===== config.mk =====
export PLATFORM = sky130hd
export DESIGN_NAME = peak_detector_avg_threshold_top
export DESIGN_NICKNAME = d
export VERILOG_FILES = /design/src/sv/pkd_pkg.sv /design/src/sv/peak_detector_avg_threshold_top.sv /design/src/sv/pkd_cfg_regs.sv /design/src/sv/pkd_core.sv
export SDC_FILE = /design/constraint.sdc
export NUM_CORES = 2
export LEC_CHECK = 0
export BUFFER_PORTS_ARGS = -buffer_cell sky130_fd_sc_hd__buf_2
export CAP_MARGIN = 5
export CORE_MARGIN = 3
export CORE_UTILIZATION = 50
export CTS_CLUSTER_DIAMETER = 50
export DETAILED_ROUTE_END_ITERATION = 8
export PLACE_DENSITY = 0.8
export SYNTH_ARGS = -nofsm -noshare
export SYNTH_HDL_FRONTEND = slang
export SYNTH_SLANG_ARGS = --single-unit

===== constraint.sdc =====
create_clock -name aclk -period 10.6 [get_ports aclk]
set_input_delay 0 -clock aclk [delete_from_list [all_inputs] [get_ports aclk]]
set_output_delay 0 -clock aclk [all_outputs]
set_load 0.01 [all_outputs]

===== src/sv/pkd_pkg.sv =====
// ----------------------------------------------------------------------------
// pkd_pkg
// Shared types and constants for the threshold peak detector with an
// exponential running average.
// ----------------------------------------------------------------------------
`default_nettype none

package pkd_pkg;

    localparam int SAMPLE_WIDTH_DEFAULT = 16;
    localparam int SEARCH_LEN_MAX       = 1023;
    localparam int BACK_SAT             = 1025;

    localparam int CFG_DATA_W  = 16;
    localparam int CFG_INDEX_W = 2;
    localparam int RISE_W      = 16;
    localparam int LOOK_W      = 10;
    localparam int ALPHA_W     = 16;
    localparam int BACK_W      = 11;
    localparam int FRAC_W      = 16;

    localparam logic [CFG_INDEX_W-1:0] REG_RISE_FACTOR = 2'd0;
    localparam logic [CFG_INDEX_W-1:0] REG_SEARCH_LEN  = 2'd1;
    localparam logic [CFG_INDEX_W-1:0] REG_SMOOTHING   = 2'd2;

    localparam logic [RISE_W-1:0]  RISE_FACTOR_RESET = 16'd1024;
    localparam logic [LOOK_W-1:0]  SEARCH_LEN_RESET  = 10'd10;
    localparam logic [ALPHA_W-1:0] SMOOTHING_RESET   = 16'd66;

    typedef struct packed {
        logic [RISE_W-1:0]  rise_factor;
        logic [LOOK_W-1:0]  search_len;
        logic [ALPHA_W-1:0] smoothing;
    } cfg_t;

endpackage

`default_nettype wire


===== src/sv/peak_detector_avg_threshold_top.sv =====
// ----------------------------------------------------------------------------
// peak_detector_avg_threshold_top
// Threshold peak detector with an exponential running average.
// ----------------------------------------------------------------------------
// The block takes one sample per clock while the sink accepts results and
// returns one result per sample: the sample is held in the input register
// and then passes through the detector update into the result register. The
// rate of one item per clock is set by the state update loop, a single
// multiply and add on the running average. The result waits in its register
// while the sink stalls, and the input register still takes one more sample
// during that time.
`default_nettype none

module peak_detector_avg_threshold_top #(
    parameter  int SAMPLE_WIDTH = pkd_pkg::SAMPLE_WIDTH_DEFAULT,
    localparam int S_TDATA_W    = ((SAMPLE_WIDTH + 7) / 8) * 8,
    localparam int M_FIELDS_W   = 2 * SAMPLE_WIDTH + pkd_pkg::BACK_W,
    localparam int M_TDATA_W    = ((M_FIELDS_W + 7) / 8) * 8
) (
    input  wire logic                            aclk,
    input  wire logic                            aresetn,
    input  wire logic                            cfg_wr_en,
    input  wire logic [pkd_pkg::CFG_INDEX_W-1:0] cfg_index,
    input  wire logic [pkd_pkg::CFG_DATA_W-1:0]  cfg_wr_data,
    input  wire logic                            s_tvalid,
    output logic                                 s_tready,
    // Fields from bit 0: sample.
    input  wire logic [S_TDATA_W-1:0]            s_tdata,
    output logic                                 m_tvalid,
    input  wire logic                            m_tready,
    // Fields from bit 0: peak_value, peak_back, average.
    output logic [M_TDATA_W-1:0]                 m_tdata,
    // Fields from bit 0: peak_flag.
    output logic [0:0]                           m_tuser
);

    pkd_pkg::cfg_t                  cfg;
    logic                           peak_flag;
    logic signed [SAMPLE_WIDTH-1:0] peak_value;
    logic [pkd_pkg::BACK_W-1:0]     peak_back;
    logic signed [SAMPLE_WIDTH-1:0] average;

    pkd_cfg_regs u_cfg (
        .aclk        (aclk),
        .aresetn     (aresetn),
        .cfg_wr_en   (cfg_wr_en),
        .cfg_index   (cfg_index),
        .cfg_wr_data (cfg_wr_data),
        .cfg         (cfg)
    );

    pkd_core #(
        .SAMPLE_WIDTH (SAMPLE_WIDTH)
    ) u_core (
        .aclk         (aclk),
        .aresetn      (aresetn),
        .cfg          (cfg),
        .s_valid      (s_tvalid),
        .s_ready      (s_tready),
        .s_sample     (s_tdata[SAMPLE_WIDTH-1:0]),
        .m_valid      (m_tvalid),
        .m_ready      (m_tready),
        .m_peak_flag  (peak_flag),
        .m_peak_value (peak_value),
        .m_peak_back  (peak_back),
        .m_average    (average)
    );

    assign m_tdata = M_TDATA_W'({average, peak_back, peak_value});
    assign m_tuser = peak_flag;

endmodule

`default_nettype wire


===== src/sv/pkd_cfg_regs.sv =====
// ----------------------------------------------------------------------------
// pkd_cfg_regs
// Configuration register file written through a plain write port.
// ----------------------------------------------------------------------------
`default_nettype none

module pkd_cfg_regs (
    input  wire logic                            aclk,
    input  wire logic                            aresetn,
    input  wire logic                            cfg_wr_en,
    input  wire logic [pkd_pkg::CFG_INDEX_W-1:0] cfg_index,
    input  wire logic [pkd_pkg::CFG_DATA_W-1:0]  cfg_wr_data,
    output pkd_pkg::cfg_t                        cfg
);

    pkd_pkg::cfg_t cfg_reg;

    always_ff @(posedge aclk) begin
        if (!aresetn) begin
            cfg_reg.rise_factor <= pkd_pkg::RISE_FACTOR_RESET;
            cfg_reg.search_len  <= pkd_pkg::SEARCH_LEN_RESET;
            cfg_reg.smoothing   <= pkd_pkg::SMOOTHING_RESET;
        end else if (cfg_wr_en) begin
            case (cfg_index)
                pkd_pkg::REG_RISE_FACTOR: begin
                    cfg_reg.rise_factor <= cfg_wr_data[pkd_pkg::RISE_W-1:0];
                end
                pkd_pkg::REG_SEARCH_LEN: begin
                    cfg_reg.search_len <= cfg_wr_data[pkd_pkg::LOOK_W-1:0];
                end
                pkd_pkg::REG_SMOOTHING: begin
                    cfg_reg.smoothing <= cfg_wr_data[pkd_pkg::ALPHA_W-1:0];
                end
                default: begin
                    cfg_reg <= cfg_reg;
                end
            endcase
        end
    end

    assign cfg = cfg_reg;

endmodule

`default_nettype wire


===== src/sv/pkd_core.sv =====
// ----------------------------------------------------------------------------
// pkd_core
// Input register, detector state with its combinational update, and the
// result register.
// ----------------------------------------------------------------------------
`default_nettype none

module pkd_core #(
    parameter int SAMPLE_WIDTH = pkd_pkg::SAMPLE_WIDTH_DEFAULT
) (
    input  wire logic                              aclk,
    input  wire logic                              aresetn,
    input  wire pkd_pkg::cfg_t                     cfg,
    input  wire logic                              s_valid,
    output logic                                   s_ready,
    input  wire logic signed [SAMPLE_WIDTH-1:0]    s_sample,
    output logic                                   m_valid,
    input  wire logic                              m_ready,
    output logic                                   m_peak_flag,
    output logic signed [SAMPLE_WIDTH-1:0]         m_peak_value,
    output logic [pkd_pkg::BACK_W-1:0]             m_peak_back,
    output logic signed [SAMPLE_WIDTH-1:0]         m_average
);

    localparam int FW     = pkd_pkg::FRAC_W;
    localparam int AVG_W  = SAMPLE_WIDTH + FW;
    localparam int CMP_W  = AVG_W + 18;
    localparam int DIFF_W = AVG_W + 1;
    localparam int PROD_W = DIFF_W + 17;
    localparam int LW     = pkd_pkg::LOOK_W;
    localparam int BW     = pkd_pkg::BACK_W;

    logic                           in_valid_reg;
    logic signed [SAMPLE_WIDTH-1:0] in_sample_reg;

    logic                           searching_reg, searching_next;
    logic signed [AVG_W-1:0]        avg_reg, avg_next;
    logic signed [SAMPLE_WIDTH-1:0] best_value_reg, best_value_next;
    logic                           best_valid_reg, best_valid_next;
    logic [LW-1:0]                  countdown_reg, countdown_next;
    logic [BW-1:0]                  since_best_reg, since_best_next;

    logic                           out_valid_reg;
    logic                           out_flag_reg, flag_next;
    logic signed [SAMPLE_WIDTH-1:0] out_value_reg, value_next;
    logic [BW-1:0]                  out_back_reg, back_next;
    logic signed [SAMPLE_WIDTH-1:0] out_avg_reg;

    logic                           fire;
    logic signed [CMP_W-1:0]        lhs;
    logic signed [CMP_W-1:0]        rhs;
    logic [16:0]                    rise_scale;
    logic signed [DIFF_W-1:0]       diff;
    logic signed [PROD_W-1:0]       prod;
    logic signed [AVG_W-1:0]        avg_upd;
    logic                           arm;
    logic                           new_max;
    logic [BW-1:0]                  since_inc;
    logic [LW-1:0]                  look_clamped;

    assign fire    = in_valid_reg && (!out_valid_reg || m_ready);
    assign s_ready = !in_valid_reg || fire;

    always_comb begin
        lhs        = {{(CMP_W - SAMPLE_WIDTH - 28){in_sample_reg[SAMPLE_WIDTH-1]}},
                      in_sample_reg, 28'd0};
        rise_scale = 17'd4096 + {1'b0, cfg.rise_factor};
        rhs        = avg_reg * $signed({1'b0, rise_scale});
        arm        = !searching_reg && (lhs > rhs);

        diff    = {in_sample_reg[SAMPLE_WIDTH-1], in_sample_reg, {FW{1'b0}}}
                  - {avg_reg[AVG_W-1], avg_reg};
        prod    = diff * $signed({1'b0, cfg.smoothing});
        avg_upd = avg_reg + prod[AVG_W+FW-1:FW];

        new_max   = !best_valid_reg || (in_sample_reg > best_value_reg);
        since_inc = (since_best_reg < BW'(pkd_pkg::BACK_SAT)) ? since_best_reg + 1'b1
                                                              : since_best_reg;
        look_clamped = (32'(cfg.search_len) > pkd_pkg::SEARCH_LEN_MAX)
                       ? LW'(pkd_pkg::SEARCH_LEN_MAX) : cfg.search_len;

        searching_next  = searching_reg;
        avg_next        = avg_reg;
        best_value_next = best_value_reg;
        best_valid_next = best_valid_reg;
        countdown_next  = countdown_reg;
        since_best_next = since_best_reg;
        flag_next       = 1'b0;
        value_next      = '0;
        back_next       = '0;

        if (!searching_reg) begin
            if (arm) begin
                searching_next  = 1'b1;
                countdown_next  = look_clamped;
                best_valid_next = 1'b0;
                since_best_next = '0;
            end else begin
                avg_next = avg_upd;
            end
        end else begin
            if (new_max) begin
                best_value_next = in_sample_reg;
                best_valid_next = 1'b1;
                since_best_next = '0;
            end else begin
                since_best_next = since_inc;
                if (countdown_reg == '0) begin
                    flag_next      = 1'b1;
                    value_next     = best_value_reg;
                    back_next      = since_inc;
                    searching_next = 1'b0;
                    avg_next       = {in_sample_reg, {FW{1'b0}}};
                end
            end
            if (countdown_reg != '0) begin
                countdown_next = countdown_reg - 1'b1;
            end
        end
    end

    always_ff @(posedge aclk) begin
        if (!aresetn) begin
            in_valid_reg   <= 1'b0;
            out_valid_reg  <= 1'b0;
            searching_reg  <= 1'b0;
            avg_reg        <= '0;
            best_value_reg <= '0;
            best_valid_reg <= 1'b0;
            countdown_reg  <= '0;
            since_best_reg <= '0;
        end else begin
            if (s_valid && s_ready) begin
                in_valid_reg <= 1'b1;
            end else if (fire) begin
                in_valid_reg <= 1'b0;
            end
            if (fire) begin
                out_valid_reg  <= 1'b1;
                searching_reg  <= searching_next;
                avg_reg        <= avg_next;
                best_value_reg <= best_value_next;
                best_valid_reg <= best_valid_next;
                countdown_reg  <= countdown_next;
                since_best_reg <= since_best_next;
            end else if (m_ready) begin
                out_valid_reg <= 1'b0;
            end
        end
    end

    always_ff @(posedge aclk) begin
        if (s_valid && s_ready) begin
            in_sample_reg <= s_sample;
        end
        if (fire) begin
            out_flag_reg  <= flag_next;
            out_value_reg <= value_next;
            out_back_reg  <= back_next;
            out_avg_reg   <= avg_next[AVG_W-1:FW];
        end
    end

    assign m_valid      = out_valid_reg;
    assign m_peak_flag  = out_flag_reg;
    assign m_peak_value = out_value_reg;
    assign m_peak_back  = out_back_reg;
    assign m_average    = out_avg_reg;

endmodule

`default_nettype wire


==> impl_metrics.csv <==
group,metric,value,unit
placement,gp_congestion,0.949,
floorplan,dieArea,97800,sq um
cts,clockRootBuffer,"clkbuf_16",
cts,clkTransAtPathRegs,0.09,ns
final_layout,nNetsFinal,6997,
logic_synthesis,post_synth_main_area_contributors,"fa_1 (43%), inv_1 (10%), ha_1 (8.6%), nand2_1 (7.2%), dfxtp_1 (4.9%)",
logic_synthesis,yosys_warnings,0,
logic_synthesis,avgSynthCellArea,8.64,sq um
route,finalWirelength,133000,um
worst_setup_path,crit_slowest_cell,"fa_2",
route,vias,38100,
timing,grt_setup_unrepaired,"yes",
timing,period_needed,10.44,ns
cts,clk_latency,0.47,ns
final_layout,largest_register_ffs,42,
logic_synthesis,synth_top_family_by_area,"adder cells",
worst_setup_path,path_class,"reg2reg",
logic_synthesis,synth_flop_cell,"dfxtp_1",
run_status,status,"complete, no violations",
timing,setup_tns,0,ns
route,drc,0,
route,detail_route.iter0.violations,2877,
worst_setup_path,critPathArrivalTime,10.79,ns
logic_synthesis,yosys.area.top_type_share,43.0,%
logic_synthesis,synth_seq_cells,175,
placement,dp_hpwl,107000,um
route,wl_per_cell,19.4,um
grt,grt_pass1_wl,212000,um
grt,globalRouteOverflowTotal,0,
logic_synthesis,synth_xor_xnor_area_share,2.64,%
logic_synthesis,synth_top_area_cell,"fa_1",
grt,grt_start_max_net_pins,70,
logic_synthesis,synth.top_cells.by_count,"inv_1 (1299), fa_1 (1011), nand2_1 (901)",
placement,port-buffer-count,84,
worst_setup_path,reg2reg_from,"u_cfg.cfg[38]",
timing,setup_violations,0,
floorplan,initial_utilization,50.9,%
floorplan,ios,90,
logic_synthesis,synth.distinct_cells,83,
logic_synthesis,synth_edf_count,60,
worst_setup_path,startpoint,"u_cfg.cfg[38]",
worst_setup_path,cp-end-kind,"flip-flop",
timing,finClkSkew,0.0154,ns
logic_synthesis,synth_compound_area_share,6.57,%
final_layout,layout-drive-gt1-share,10.3,%
route,ant_nets,0,
final_layout,syn2layout_area_growth,11.8,%
logic_synthesis,synthMuxAreaShare,1.28,%
grt,antenna_found_initial,5,
min_path,worstHoldStart,"cfg_index[1]",
worst_setup_path,required,10.95,ns
logic_synthesis,seq_area_frac_synth,8.72,%
min_path,worstHoldPathType,"in2reg",
cts,cts_sinks,175,
grt,grt_pass1_vias,40700,
job,cap_violations,0,
timing,period_share,98.5,%
cts,max-clock-path-buffers,2,
cts,cts_buffers,17,
worst_setup_path,max_stage_delay,0.54,ns
timing,slew_headroom,29.3,%
logic_synthesis,yosys.area_share.simple,16.7,%
floorplan,die_h,313,um
logic_synthesis,synthAdderAreaFrac,51.6,%
logic_synthesis,postSynth.asyncResetShare,0,%
worst_setup_path,path_max_fanout,7,
timing,fmax,0.0958,GHz
logic_synthesis,synth.most_common_cell,"inv_1",
grt,track_usage,27.4,%
worst_setup_path,cp-start-kind,"flip-flop",
logic_synthesis,netlist_area,47100,sq um
route,viasPerCell,5.54,
cts,h-tree-depth,4,
floorplan,core_area,92500,sq um
cts,tritoncts,"yes",
floorplan,rows,111,
timing,worst_slew_pin_slew,1.06,ns
logic_synthesis,syn_inst,5449,
timing,maxSlewViolCount,0,
floorplan,dieWidth,313,um
route,firstDrtPassIters,8,
timing,hold_violations,0,
-- area by class of cell --
cell class | count | area (sq um)
Multi-Input combinational cell | 3722 | 37900
Clock inverter | 14 | 176
Sequential cell | 175 | 4140
Antenna cell | 1 | 2.50
Fill cell | 7929 | 39900
Clock buffer | 18 | 450
Inverter | 1301 | 4880
Tap cell | 1243 | 1560
Timing Repair Buffer | 407 | 3510
-- path summary, 6_finish.rpt --
path	endpoint	slack, ns	cells past startpoint
worst max-delay path	u_core.avg_reg[28]	0.16	44
worst min-delay path	u_cfg.cfg[38]	0.05	5
worst max register to register	u_core.avg_reg[28]	0.16	44
worst min register to register	u_core.countdown_reg[7]	0.48	2
-- layout by cell type (no fill, tap or decap), types with 9 or more instances in the layout --
master         netlist  layout
inv_1             1299    1290
fa_1              1011    1001
nand2_1            901     894
and2_1             314     312
ha_1               323     307
buf_4                7     230
nor2_1             179     176
a21oi_1            175     153
dfxtp_1            115      91
xnor2_1             90      87
buf_2                3      84
o21ai_0             91      83
edfxtp_1            60      60
nand2b_1            54      54
mux2i_1             58      52
a21o_1              51      50
xor2_1              52      49
nand3_1             59      47
dlygate4sd3_1        0      37
nor2b_1             36      36
buf_12               0      34
and3_1              31      29
nor3_1              33      29
o21a_1              26      26
clkbuf_16            0      22
dfxtp_2              0      21
a21oi_2              0      18
a31oi_1             19      17
nand4_1             16      16
o211ai_1            15      15
buf_6                1      15
a211oi_1            14      13
ha_4                 0      13
nand3_2              0      12
fa_2                 0      10
inv_2                1       9
or3_1               10       9
-- per-stage QoR --
step	std cells	hold WS [ns]	utilization (%)	area (sq um)	setup slack, ns
after floorplan	5453	0.0989	-	47100	0.297
after global placement	6779	0.178	54.5	50400	-0.00541
after detailed placement	6779	0.179	54.5	50400	-0.146
after CTS	6850	0.0370	55.7	51500	0.0132
after global routing	6881	0.0721	56.9	52600	-0.128
final	6881	0.0474	56.9	52600	0.159
-- worst max-delay path: cells and delay by family (launching register included) --
family / cells / cell delay, ns
xor+xnor: 2 / 0.32
buf+inv: 10 / 1.16
fa+ha+maj: 9 / 3.75
compound gates: 13 / 2.45
flops: 1 / 0.37
simple gates: 10 / 2.24
-- cells by family (layout without fill, tap and decap cells) --
kind of cell	count (synthesis)	after routing
AOI/OAI and AO/OA	488	488
xor gates and xnor gates	142	142
adders and majority gates	1334	1334
buffers and inverters	1557	1740
DFF	175	175
muxes	60	60
other	1	6
and+or+nand+nor	1692	1693
-- layer usage --
layer  wire, um  vias to the layer above  track usage, %
met5         13                        -               0
met2      63500                     1892            46.0
met1      47800                    19100            33.4
met3      13700                      505            5.77
met4       8170                        2            14.2
li1           -                    16600               -
-- what timing repair did --
action,4_1_cts,5_1_grt
pin swaps,8,80
setup buffers,2,24
cloned,0,6
hold buffers,37,0
setup endpoints to repair,70,71
hold endpoints to repair,58,0
gates resized for setup,12,194
Power is not shown: default switching activity piles up to over one toggle a cycle in this logic, so the estimate is an artifact.
